[src/rtl/assert_macros.svh]
// assertion helpers shared by the rtl
`ifndef ASSERT_MACROS_SVH
`define ASSERT_MACROS_SVH

// property checked on every clock edge outside reset
`define MPFRT_ASSERT(lbl, prop) \
  lbl: assert property (@(posedge clk) disable iff (!rst_n) (prop)) \
    else $error("assertion failed");

// antecedent on one edge, consequent on the next
`define MPFRT_ASSERT_NEXT(lbl, ante, cons) \
  lbl: assert property (@(posedge clk) disable iff (!rst_n) (ante) |=> (cons)) \
    else $error("assertion failed");

`endif

[src/rtl/mpfrt_pkg.sv]
package mpfrt_pkg;

  localparam int PIPE_COUNT       = 6;
  localparam int FRAME_MAX        = 32;
  localparam int CONTENT_CAPACITY = 1024;

  localparam int PIPE_W = 3;
  localparam int SIZE_W = 11;
  localparam int LEN_W  = 6;
  localparam int TMO_W  = 16;
  localparam int TIME_W = 32;

  typedef enum logic [2:0] {
    MODE_INACTIVE  = 3'd0,
    MODE_IDLE      = 3'd1,
    MODE_RECEIVING = 3'd2,
    MODE_TIMEDOUT  = 3'd3,
    MODE_RECEIVED  = 3'd4
  } mode_t;

  typedef enum logic [2:0] {
    RC_NONE     = 3'd0,
    RC_SKIPPED  = 3'd1,
    RC_PARTIAL  = 3'd2,
    RC_COMPLETE = 3'd3,
    RC_ACCEPTED = 3'd4,
    RC_REFUSED  = 3'd5
  } rc_t;

  typedef enum logic [2:0] {
    REQ_FRAME   = 3'd0,
    REQ_OPEN    = 3'd1,
    REQ_CLOSE   = 3'd2,
    REQ_CONSUME = 3'd3,
    REQ_TMO     = 3'd4,
    REQ_QUERY   = 3'd5
  } req_t;

  typedef enum logic [1:0] {
    CONT_NONE = 2'd0,
    CONT_DATA = 2'd1,
    CONT_CMD  = 2'd2
  } cont_t;

  typedef enum logic [1:0] {
    SIG_UNKNOWN = 2'd0,
    SIG_GOOD    = 2'd1,
    SIG_BAD     = 2'd2
  } sig_t;

  typedef enum logic [1:0] {
    S_IDLE = 2'd0,
    S_RUN  = 2'd1,
    S_DONE = 2'd2
  } state_t;

  typedef struct packed {
    req_t              req_type;
    logic [PIPE_W-1:0] pipe;
    logic [LEN_W-1:0]  psize;
    logic [LEN_W-1:0]  hsize;
    logic [2:0]        flags;
    logic [7:0]        sid;
    logic [7:0]        snum;
    logic [1:0]        sigb;
    logic [TIME_W-1:0] now;
    logic [SIZE_W-1:0] room;
  } req_s_t;

  typedef struct packed {
    rc_t               rc;
    logic [SIZE_W-1:0] wr_off;
    logic [LEN_W-1:0]  body_len;
    logic [1:0]        any_content;
    logic [PIPE_W-1:0] ready_pipe;
    logic              ready_found;
    cont_t             pipe_content;
    logic [SIZE_W-1:0] content_size;
    logic [PIPE_W-1:0] tmo_pipe;
    logic              tmo_found;
  } carry_t;

endpackage

[src/rtl/mpfrt_cfg.sv]
module mpfrt_cfg import mpfrt_pkg::*; (
  input  logic              clk,
  input  logic              rst_n,
  input  logic              psel,
  input  logic              penable,
  input  logic              pwrite,
  input  logic [2:0]        paddr,
  input  logic [31:0]       pwdata,
  output logic [31:0]       prdata,
  output logic              pready,
  output logic [SIZE_W-1:0] size_lim,
  output logic [TMO_W-1:0]  tmo_ms
);

  logic [SIZE_W-1:0] mds_r;
  logic [TMO_W-1:0]  tmo_r;
  logic              wr_en;

  assign pready = 1'b1;
  assign wr_en  = psel && penable && pwrite && pready;

  always_ff @(posedge clk) begin
    if (!rst_n) begin
      mds_r <= SIZE_W'(1024);
      tmo_r <= TMO_W'(1000);
    end else if (wr_en) begin
      if (paddr[2]) begin
        tmo_r <= pwdata[TMO_W-1:0];
      end else begin
        mds_r <= pwdata[SIZE_W-1:0];
      end
    end
  end

  always_comb begin
    if (paddr[1:0] != 2'd0) begin
      prdata = 32'd0;
    end else if (paddr[2]) begin
      prdata = 32'(tmo_r);
    end else begin
      prdata = 32'(mds_r);
    end
  end

  assign size_lim = (32'(mds_r) > CONTENT_CAPACITY) ? SIZE_W'(CONTENT_CAPACITY) : mds_r;
  assign tmo_ms   = tmo_r;

endmodule

[src/rtl/mpfrt_cell.sv]
module mpfrt_cell import mpfrt_pkg::*; (
  input  logic              clk,
  input  logic              rst_n,
  input  logic [PIPE_W-1:0] idx,
  input  req_s_t            req,
  input  logic [SIZE_W-1:0] lim,
  input  logic [TMO_W-1:0]  tmo,
  input  logic              tok_in,
  input  carry_t            carry_in,
  output logic              tok_out,
  output carry_t            carry_out
);

  mode_t             mode_r, mode_nxt;
  logic [7:0]        sid_r, sid_nxt;
  logic [7:0]        lsn_r, lsn_nxt;
  logic [SIZE_W-1:0] held_r, held_nxt;
  logic [TIME_W-1:0] time_r, time_nxt;
  logic              cmd_r, cmd_nxt;
  logic              tok_r;
  carry_t            carry_r, carry_nxt;

  logic              sel;
  logic              frame_ok;
  logic [LEN_W-1:0]  body;
  logic [SIZE_W:0]   sum;
  logic [TIME_W-1:0] elapsed;

  assign sel      = (req.pipe == idx);
  assign frame_ok = (req.psize != '0) && (32'(req.psize) < FRAME_MAX) &&
                    (req.hsize != '0) && (req.hsize <= req.psize);
  assign body     = req.psize - req.hsize;
  assign sum      = {1'b0, held_r} + (SIZE_W+1)'(body);
  assign elapsed  = req.now - time_r;

  always_comb begin
    mode_nxt  = mode_r;
    sid_nxt   = sid_r;
    lsn_nxt   = lsn_r;
    held_nxt  = held_r;
    time_nxt  = time_r;
    cmd_nxt   = cmd_r;
    carry_nxt = carry_in;
    case (req.req_type)
      REQ_FRAME: begin
        if (sel && frame_ok) begin
          carry_nxt.rc = RC_SKIPPED;
          case (mode_r) inside
            MODE_IDLE, MODE_TIMEDOUT: begin
              if (req.flags[0] && (SIZE_W'(body) <= lim)) begin
                sid_nxt                = req.sid;
                cmd_nxt                = req.flags[2];
                held_nxt               = SIZE_W'(body);
                lsn_nxt                = req.snum;
                time_nxt               = req.now;
                mode_nxt               = req.flags[1] ? MODE_RECEIVED : MODE_RECEIVING;
                carry_nxt.rc           = req.flags[1] ? RC_COMPLETE : RC_PARTIAL;
                carry_nxt.wr_off       = '0;
                carry_nxt.body_len     = body;
              end
            end
            MODE_RECEIVING: begin
              if ((req.sid == sid_r) && ({1'b0, req.snum} == {1'b0, lsn_r} + 9'd1) &&
                  (sum <= {1'b0, lim})) begin
                held_nxt               = sum[SIZE_W-1:0];
                lsn_nxt                = req.snum;
                time_nxt               = req.now;
                mode_nxt               = req.flags[1] ? MODE_RECEIVED : MODE_RECEIVING;
                carry_nxt.rc           = req.flags[1] ? RC_COMPLETE : RC_PARTIAL;
                carry_nxt.wr_off       = held_r;
                carry_nxt.body_len     = body;
              end
            end
            default: ;
          endcase
        end
      end
      REQ_OPEN: begin
        if (sel) begin
          if (mode_r != MODE_INACTIVE) begin
            carry_nxt.rc = RC_REFUSED;
          end else begin
            mode_nxt     = MODE_IDLE;
            carry_nxt.rc = RC_ACCEPTED;
          end
        end
      end
      REQ_CLOSE: begin
        if (sel) begin
          if (mode_r == MODE_INACTIVE) begin
            carry_nxt.rc = RC_REFUSED;
          end else begin
            mode_nxt     = MODE_INACTIVE;
            carry_nxt.rc = RC_ACCEPTED;
          end
        end
      end
      REQ_CONSUME: begin
        if (sel) begin
          if ((mode_r == MODE_RECEIVED) && (req.room >= held_r)) begin
            mode_nxt     = MODE_IDLE;
            carry_nxt.rc = RC_ACCEPTED;
          end else begin
            carry_nxt.rc = RC_REFUSED;
          end
        end
      end
      REQ_TMO: begin
        if (!carry_in.tmo_found && (mode_r == MODE_RECEIVING) &&
            (elapsed > TIME_W'(tmo))) begin
          mode_nxt           = MODE_TIMEDOUT;
          carry_nxt.tmo_found = 1'b1;
          carry_nxt.tmo_pipe  = idx;
        end
      end
      default: ;
    endcase

    // readiness from the updated record
    if (mode_nxt == MODE_RECEIVED) begin
      carry_nxt.any_content = carry_nxt.any_content | (cmd_nxt ? 2'b10 : 2'b01);
      if (!carry_nxt.ready_found) begin
        carry_nxt.ready_found = 1'b1;
        carry_nxt.ready_pipe  = idx;
      end
      if (sel) begin
        carry_nxt.pipe_content = cmd_nxt ? CONT_CMD : CONT_DATA;
        carry_nxt.content_size = held_nxt;
      end
    end
  end

  always_ff @(posedge clk) begin
    if (!rst_n) begin
      mode_r <= MODE_INACTIVE;
      held_r <= '0;
      tok_r  <= 1'b0;
    end else begin
      tok_r <= tok_in;
      if (tok_in) begin
        mode_r <= mode_nxt;
        held_r <= held_nxt;
      end
    end
  end

  always_ff @(posedge clk) begin
    if (tok_in) begin
      sid_r   <= sid_nxt;
      lsn_r   <= lsn_nxt;
      time_r  <= time_nxt;
      cmd_r   <= cmd_nxt;
      carry_r <= carry_nxt;
    end
  end

  assign tok_out   = tok_r;
  assign carry_out = carry_r;

endmodule

[src/rtl/multi_pipe_frame_reassembly_tracker.sv]
// Reassembly tracker for up to six radio pipes, one record per pipe.
// in channel: one request item per handshake; in_tuser holds the request
// kind, in_tdata the pipe, frame sizes, flags, sequence fields, time and room.
// out channel: exactly one result item per request, result code on
// out_tuser, offsets, readiness and timeout report on out_tdata.
// A request is broadcast to a row of pipe cells and a token walks the row,
// one cell per cycle; each cell updates its own record and folds its
// readiness into the report handed to the next cell.
// One item is in work at a time, so a new item is taken only once the last
// has left the cell row and its result has moved into the output register.
// The length of the cell row sets the time from accept to out_tvalid.
// A finished result sits in the output register; while the receiver stalls
// the next item is still taken and walks the row, then waits in the last
// cell until the output register frees.
// Reset: all pipes inactive with zero byte counts, size limit 1024 bytes,
// timeout 1000 ms, no result pending.
`include "assert_macros.svh"

module multi_pipe_frame_reassembly_tracker import mpfrt_pkg::*; (
  input  logic        clk,
  input  logic        rst_n,
  input  logic        in_tvalid,
  output logic        in_tready,
  // pipe, payload_size, header_size, frame_flags, seq_id, seq_num,
  // signal_bits, now_ms, buffer_room
  input  logic [79:0] in_tdata,
  // req_type
  input  logic [2:0]  in_tuser,
  output logic        out_tvalid,
  input  logic        out_tready,
  // write_offset, body_len, any_content, first_ready_pipe, ready_found,
  // pipe_content, content_size, timed_out_pipe, timeout_found, signal_level
  output logic [47:0] out_tdata,
  // result_code
  output logic [2:0]  out_tuser,
  input  logic        psel,
  input  logic        penable,
  input  logic        pwrite,
  input  logic [2:0]  paddr,
  input  logic [31:0] pwdata,
  output logic [31:0] prdata,
  output logic        pready
);

  state_t            state_r, state_nxt;
  req_s_t            req_r;
  logic              launch_r;
  logic              out_valid_r;
  carry_t            out_c_r;
  rc_t               out_rc_r;
  sig_t              out_sig_r;

  logic [SIZE_W-1:0] size_lim;
  logic [TMO_W-1:0]  tmo_ms;
  logic [PIPE_COUNT-1:0] tok;
  carry_t            carry [PIPE_COUNT];
  logic [PIPE_COUNT:0] tok_all;

  logic              accept;
  logic              tail;
  logic              out_free;
  logic              load;
  logic              pipe_bad;
  logic              pipe_req;
  logic              psize_ok;
  rc_t               rc_fin;
  sig_t              sig_fin;

  mpfrt_cfg u_cfg (
    .clk      (clk),
    .rst_n    (rst_n),
    .psel     (psel),
    .penable  (penable),
    .pwrite   (pwrite),
    .paddr    (paddr),
    .pwdata   (pwdata),
    .prdata   (prdata),
    .pready   (pready),
    .size_lim (size_lim),
    .tmo_ms   (tmo_ms)
  );

  for (genvar i = 0; i < PIPE_COUNT; i++) begin : g_cell
    logic   tin;
    carry_t cin;
    if (i == 0) begin : g_head
      assign tin = launch_r;
      assign cin = '0;
    end else begin : g_link
      assign tin = tok[i-1];
      assign cin = carry[i-1];
    end
    mpfrt_cell u_cell (
      .clk       (clk),
      .rst_n     (rst_n),
      .idx       (PIPE_W'(i)),
      .req       (req_r),
      .lim       (size_lim),
      .tmo       (tmo_ms),
      .tok_in    (tin),
      .carry_in  (cin),
      .tok_out   (tok[i]),
      .carry_out (carry[i])
    );
  end

  assign accept   = in_tvalid && in_tready;
  assign tail     = tok[PIPE_COUNT-1];
  assign out_free = !out_valid_r || out_tready;
  assign tok_all  = {tok, launch_r};

  always_comb begin
    state_nxt = state_r;
    unique case (state_r)
      S_IDLE: if (accept) state_nxt = S_RUN;
      S_RUN: begin
        if (tail) state_nxt = out_free ? S_IDLE : S_DONE;
      end
      S_DONE: if (out_free) state_nxt = S_IDLE;
      default: state_nxt = S_IDLE;
    endcase
  end

  always_comb begin
    in_tready = (state_r == S_IDLE);
    load      = ((state_r == S_RUN && tail) || state_r == S_DONE) && out_free;
  end

  assign pipe_bad = 32'(req_r.pipe) >= PIPE_COUNT;
  assign pipe_req = (req_r.req_type == REQ_FRAME) || (req_r.req_type == REQ_OPEN) ||
                    (req_r.req_type == REQ_CLOSE) || (req_r.req_type == REQ_CONSUME) ||
                    (req_r.req_type == REQ_QUERY);
  assign psize_ok = (req_r.psize != '0) && (32'(req_r.psize) < FRAME_MAX);
  assign rc_fin   = (pipe_req && pipe_bad) ? RC_REFUSED : carry[PIPE_COUNT-1].rc;

  always_comb begin
    sig_fin = SIG_UNKNOWN;
    if (req_r.req_type == REQ_FRAME && !pipe_bad && psize_ok) begin
      if (req_r.sigb[0]) begin
        sig_fin = SIG_UNKNOWN;
      end else if (req_r.sigb[1]) begin
        sig_fin = SIG_BAD;
      end else begin
        sig_fin = SIG_GOOD;
      end
    end
  end

  always_ff @(posedge clk) begin
    if (!rst_n) begin
      state_r     <= S_IDLE;
      launch_r    <= 1'b0;
      out_valid_r <= 1'b0;
    end else begin
      state_r  <= state_nxt;
      launch_r <= accept;
      if (load) begin
        out_valid_r <= 1'b1;
      end else if (out_tready) begin
        out_valid_r <= 1'b0;
      end
    end
  end

  always_ff @(posedge clk) begin
    if (accept) begin
      req_r.req_type <= req_t'(in_tuser);
      req_r.pipe     <= in_tdata[2:0];
      req_r.psize    <= in_tdata[8:3];
      req_r.hsize    <= in_tdata[14:9];
      req_r.flags    <= in_tdata[17:15];
      req_r.sid      <= in_tdata[25:18];
      req_r.snum     <= in_tdata[33:26];
      req_r.sigb     <= in_tdata[35:34];
      req_r.now      <= in_tdata[67:36];
      req_r.room     <= in_tdata[78:68];
    end
    if (load) begin
      out_c_r   <= carry[PIPE_COUNT-1];
      out_rc_r  <= rc_fin;
      out_sig_r <= sig_fin;
    end
  end

  assign out_tvalid = out_valid_r;
  assign out_tuser  = out_rc_r;
  assign out_tdata  = {6'd0, out_sig_r, out_c_r.tmo_found, out_c_r.tmo_pipe,
                       out_c_r.content_size, out_c_r.pipe_content, out_c_r.ready_found,
                       out_c_r.ready_pipe, out_c_r.any_content, out_c_r.body_len,
                       out_c_r.wr_off};

  `MPFRT_ASSERT(a_tok_single, $onehot0(tok_all))
  `MPFRT_ASSERT(a_tok_in_run, (|tok_all) |-> (state_r == S_RUN))
  `MPFRT_ASSERT_NEXT(a_accept_launch, accept, (state_r == S_RUN) && launch_r)
  `MPFRT_ASSERT_NEXT(a_load_shows, load, out_tvalid)

endmodule
[config.mk]
export PLATFORM = sky130hd
export DESIGN_NAME = multi_pipe_frame_reassembly_tracker
export DESIGN_NICKNAME = d
export VERILOG_FILES = /design/src/rtl/mpfrt_pkg.sv /design/src/rtl/mpfrt_cfg.sv /design/src/rtl/mpfrt_cell.sv /design/src/rtl/multi_pipe_frame_reassembly_tracker.sv
export VERILOG_INCLUDE_DIRS = /design/src /design/src/rtl
export SDC_FILE = /design/constraint.sdc
export NUM_CORES = 2
export LEC_CHECK = 0
export ABC_AREA = 1
export BUFFER_PORTS_ARGS = -buffer_cell sky130_fd_sc_hd__buf_4
export CAP_MARGIN = 30
export CORE_MARGIN = 3
export CORE_UTILIZATION = 44
export CTS_CLUSTER_SIZE = 40
export DETAILED_ROUTE_END_ITERATION = 8
export HOLD_SLACK_MARGIN = 0.08
export PLACE_DENSITY = 0.72
export REMOVE_ABC_BUFFERS = 1
export SYNTH_ARGS = -nofsm -noshare
export SYNTH_HDL_FRONTEND = slang
export SYNTH_HIERARCHICAL = 1
export SYNTH_SLANG_ARGS = --single-unit
[constraint.sdc]
create_clock -name clk -period 8.9 [get_ports clk]
set_input_delay 2.225 -clock clk [delete_from_list [all_inputs] [get_ports clk]]
set_output_delay 2.225 -clock clk [all_outputs]
set_load 0.05 [all_outputs]
==> PnR_summary.wiki <==
{| class="wikitable"
! Metric !! Value
|-
| Worst setup skew after layout || between 0.05 and 0.06 ns
|-
| Power per unit of standard cell area || about 140 nW/um^2
|-
| WL/cell || around 18 um
|-
| Most frequent cells after synthesis || sky130_fd_sc_hd__nand2_1, sky130_fd_sc_hd__inv_1, sky130_fd_sc_hd__edfxtp_1
|-
| Floorplan die width || 386 um
|-
| Placed inst area || a little under 70,000 um^2
|-
| Final Wtd Congestion || around 1
|-
| Port bufs || between 150 and 200
|-
| Maximum operating frequency || 143 MHz
|-
| Avg Vias per Cell || ~5.2
|-
| First-pass GRT wire length || 303,000 um
|-
| Complex-gate fraction of the synthesized area || 0.0869
|-
| Detailed-router iteration count before antenna repair || 8
|-
| Result of the run || finished, final reports clean
|-
| Post-synthesis sequential area ratio || 0.360
|-
| Clock latency on the worst-skew pair || approximately 0.73 ns
|-
| Root Driver || sky130_fd_sc_hd__clkbuf_16
|-
| Area share of the leading cell type in the synthesized netlist || 0.322
|-
| Count of hold-fix buffers inserted at cts || 0
|-
| Tightest slew margin relative to the limit || 0.264
|-
| Global route overflow || 0
|-
| Delay of the slowest cell on the worst path || about 0.80 ns
|-
| Parity-gate share of the synthesized area counting xor and xnor cells || 0.0363
|-
| Worst-case clock buffer depth || 3
|-
| Start of the worst register-to-register path || req_r[65]$_DFFE_PP_
|-
| Synthesized netlist cell count || 8,561
|-
| Initial cell density of the core || 0.445
|-
| Simple-gate share of the synthesized area || 0.295
|-
| Area growth from synthesis to final layout || 11.4%
|-
| YS warnings || 6
|-
| Flip-flop and latch count after synthesis || 800
|-
| Initial antenna violation count || 14
|-
| Post-CTS setup buffer count || 0
|-
| RSZ-0062 raised after global routing || false
|-
| DIE AREA || 149,000 um^2
|-
| Final #Nets || about 9,600
|-
| Final count of hold timing violations || 0
|-
| Site row count || approximately 140
|-
| Number of gates given a new drive strength after cts || 0
|-
| Met3 track demand over resource in global routing || 0.0415
|-
| Most used flip-flop cell after synthesis || sky130_fd_sc_hd__edfxtp_1
|-
| Post-synthesis instance area || between 60,000 and 70,000 um^2
|-
| Share of synthesized area spent on multiplexers || 0.00237
|-
| EDFF count, synth || 679
|-
| End of the worst register-to-register path || g_cell[1].u_cell/carry_out[13]$_DFFE_PP_
|-
| Core Footprint || roughly 140,000 um^2
|-
| Synthesized-area fraction occupied by adder cells || 0.110
|-
| Setup Total Neg Slack || 0 ns
|-
| Fraction of synthesis flops using an asynchronous set or reset pin || 0
|-
| Maximum fanout along the worst path || 21
|-
| Most area-consuming cells after synthesis || sky130_fd_sc_hd__edfxtp_1, sky130_fd_sc_hd__nand2_1, sky130_fd_sc_hd__ha_1, sky130_fd_sc_hd__inv_1, sky130_fd_sc_hd__dfxtp_1
|-
| DR iter-0 viols || between 4,000 and 5,000
|-
| Main combinational cell family by area after synthesis || simple AND/OR/NAND/NOR gates
|-
| Cell with the biggest individual delay on the critical path || sky130_fd_sc_hd__edfxtp_1
|-
| CTS tree || yes
|-
| Pin count of the biggest net entering global routing || 50
|-
| Number of filler cells placed in the layout || roughly 14,000
|-
| Non-Filler Cell Area, Final || between 70,000 and 80,000 um^2
|-
| Vias in the first global route || 53,467
|-
| Vert. Die Dim || slightly below 400 um
|-
| Final critical-path required period || around 7.0 ns
|-
| Remaining number of nets flagged by the antenna check after routing || 0
|-
| Post-synthesis cell type with the largest combined area || sky130_fd_sc_hd__edfxtp_1
|-
| Most used standard cell by instance count after synthesis || sky130_fd_sc_hd__nand2_1
|-
| Share of cells above drive strength 1 || 0.0881
|-
| Crit start category || flip-flop
|-
| Met2 capacity usage during global routing || 0.423
|-
| Leakage || 34.4 nW
|-
| Number of clock sinks || 800
|-
| R2R Setup Slk || about 1.9 ns
|-
| Capturing element type of the critical path || flip-flop
|-
| H-tree depth reported by CTS || 3
|-
| MaxCap Viol Count || 0
|-
| Most frequent CP cell || sky130_fd_sc_hd__nand2_1
|-
| Critical hold path startpoint || g_cell[5].u_cell/carry_out[24]$_DFFE_PP_
|-
| VDD IR max || roughly 150 uV
|-
| Max-slew violations || 0
|-
| Worst hold stages || 0
|-
| Total number of vias || ~57,000
|-
| Final setup vio count || 0
|-
| Met1 GRT Util || 0.344
|-
| Utilization of the core after routing || 0.496
|-
| Arrival time reported for the critical path endpoint || approximately 7.6 ns
|-
| Design Power || approximately 10 mW
|-
| Post-detailed-placement half-perimeter wirelength || approximately 150,000 um
|-
| Worst Setup Path Type || flip-flop to flip-flop
|-
| Distinct cell type count after synthesis || just over 70
|-
| Portion of the clock cycle consumed by the worst path in the final layout || 0.786
|-
| Remaining DRCs || 0
|-
| Worst-path clk slew || ~0.06 ns
|-
| Routing layer with the top usage in global route || met2
|-
| Count of cells along the worst register-to-register path || 33
|-
| CP Data Required Time || 9.47 ns
|-
| Endpoint of the worst hold-timing path || out_tdata[12]$_DFFE_PP_
|-
| All-Layer GR Usage || 0.264
|-
| Slew at the pin closest to its max-slew limit || roughly 1.1 ns
|-
| Sum of routed wire length over all layers || 200,000 um
|-
| CTS buffer count || 93
|-
| IO Count || 211
|-
| Hold Path Class || flip-flop to flip-flop
|-
| Mean instance size in the synthesized netlist || 7.40 um^2
|}
[cells by family (layout without fill, tap and decap cells)]
logic type	after synthesis	in the layout
AND/OR/NAND/NOR	4233	4233
buffers and inverters	1752	2064
AO/OA/AOI/OAI	948	948
flip-flops	800	800
adder cells (fa/ha/maj)	546	546
XOR/XNOR	263	263
multiplexers	15	15
other	4	123
[critical path: cells and delay by family (launching register included)]
kind	cells	cell delay (ns)
DFF	1	0.80
and+or+nand+nor	20	2.35
buffers and inverters	4	0.86
xor gates and xnor gates	1	0.41
adders and majority gates	3	1.04
AOI/OAI and AO/OA	5	1.40
[layout make-up]
type | instances | area, um^2 | area share
Tap cell | 1890 | 2360 | 0.0335
Clock buffer | 111 | 2450 | 0.0347
Sequential cell | 800 | 22800 | 0.323
Antenna cell | 2 | 5.00 | 0.0000709
Clock inverter | 62 | 694 | 0.00984
Inverter | 1637 | 6160 | 0.0872
Multi-Input combinational cell | 6126 | 34100 | 0.484
Timing Repair Buffer | 254 | 1960 | 0.0278
[per-stage QoR]
step	setup slack [ns]	instances	hold slack, ns
after floorplan	1.86	8563	0.400
after global placement	2.12	10702	0.405
after detailed placement	2.14	10707	0.405
after CTS	2.10	10880	0.419
after global routing	1.46	10880	0.423
final	1.90	10882	0.414
[power breakdown]
group / internal (mW) / switching [mW] / leakage, nW
Sequential: 4.12 / 0.108 / 7.16
Clock: 2.30 / 1.65 / 1.50
Combinational: 0.652 / 1.27 / 25.7
[worst max path at each step]
| stage | startpoint | endpoint | slack, ns | depth (start not counted) |
|---|---|---|---|---|
| 2_1_floorplan | req_r[71]$_DFFE_PP_ | g_cell[1].u_cell/lsn_r[0]$_DFFE_PP_ | 1.86 | 22 |
| 3_3_place_gp | req_r[65]$_DFFE_PP_ | g_cell[3].u_cell/time_r[8]$_DFFE_PP_ | 2.12 | 28 |
| 3_5_place_dp | req_r[65]$_DFFE_PP_ | g_cell[0].u_cell/time_r[3]$_DFFE_PP_ | 2.14 | 30 |
| 4_1_cts | req_r[65]$_DFFE_PP_ | g_cell[0].u_cell/time_r[28]$_DFFE_PP_ | 2.10 | 30 |
| 5_1_grt | req_r[65]$_DFFE_PP_ | g_cell[1].u_cell/carry_out[12]$_DFFE_PP_ | 1.46 | 33 |
| 6_report | req_r[65]$_DFFE_PP_ | g_cell[1].u_cell/carry_out[13]$_DFFE_PP_ | 1.90 | 33 |
[sequential cells by signal (all words and copies together), names as in the netlist, 11 cells and up]
register                 count
g_cell.u_cell/sid_r         48
g_cell.u_cell/time_r       192
req_r                       82
g_cell.u_cell/carry_out    258
g_cell.u_cell/lsn_r         48
g_cell.u_cell/mode_r        18
u_cfg/tmo_ms                16
g_cell.u_cell/held_r        66
out_tdata                   40
u_cfg/mds_r                 11
[cells in the final DEF (no fill, tap or decap), types with 21 or more instances in the layout]
cell type	count
sky130_fd_sc_hd__edfxtp_1	679
sky130_fd_sc_hd__nand4_1	162
sky130_fd_sc_hd__a21oi_1	329
sky130_fd_sc_hd__inv_1	1576
sky130_fd_sc_hd__o21bai_1	91
sky130_fd_sc_hd__nor2_2	73
sky130_fd_sc_hd__dfxtp_1	115
sky130_fd_sc_hd__a21o_1	28
sky130_fd_sc_hd__nor2_1	616
sky130_fd_sc_hd__or2_2	24
sky130_fd_sc_hd__clkbuf_16	95
sky130_fd_sc_hd__nand3_1	446
sky130_fd_sc_hd__conb_1	121
sky130_fd_sc_hd__ha_1	528
sky130_fd_sc_hd__a211oi_1	21
sky130_fd_sc_hd__inv_2	45
sky130_fd_sc_hd__o32ai_1	31
sky130_fd_sc_hd__a21oi_2	24
sky130_fd_sc_hd__nand3_2	37
sky130_fd_sc_hd__clkinv_1	23
sky130_fd_sc_hd__nand2_2	85
sky130_fd_sc_hd__xor2_1	176
sky130_fd_sc_hd__xnor2_1	87
sky130_fd_sc_hd__nand2_1	2521
sky130_fd_sc_hd__buf_4	249
sky130_fd_sc_hd__nor3_1	88
sky130_fd_sc_hd__o21ai_0	330
sky130_fd_sc_hd__nor2_4	38
sky130_fd_sc_hd__nand3b_1	48
[metal layers]
metal,part of all wire,wire length [um],vias up
met5,0.000065,13,-
met4,0.058,11700,2
met3,0.077,15400,446
met2,0.44,88900,2073
met1,0.42,84100,26343
li1,-,-,28167
(Power assumes the default switching activity.)
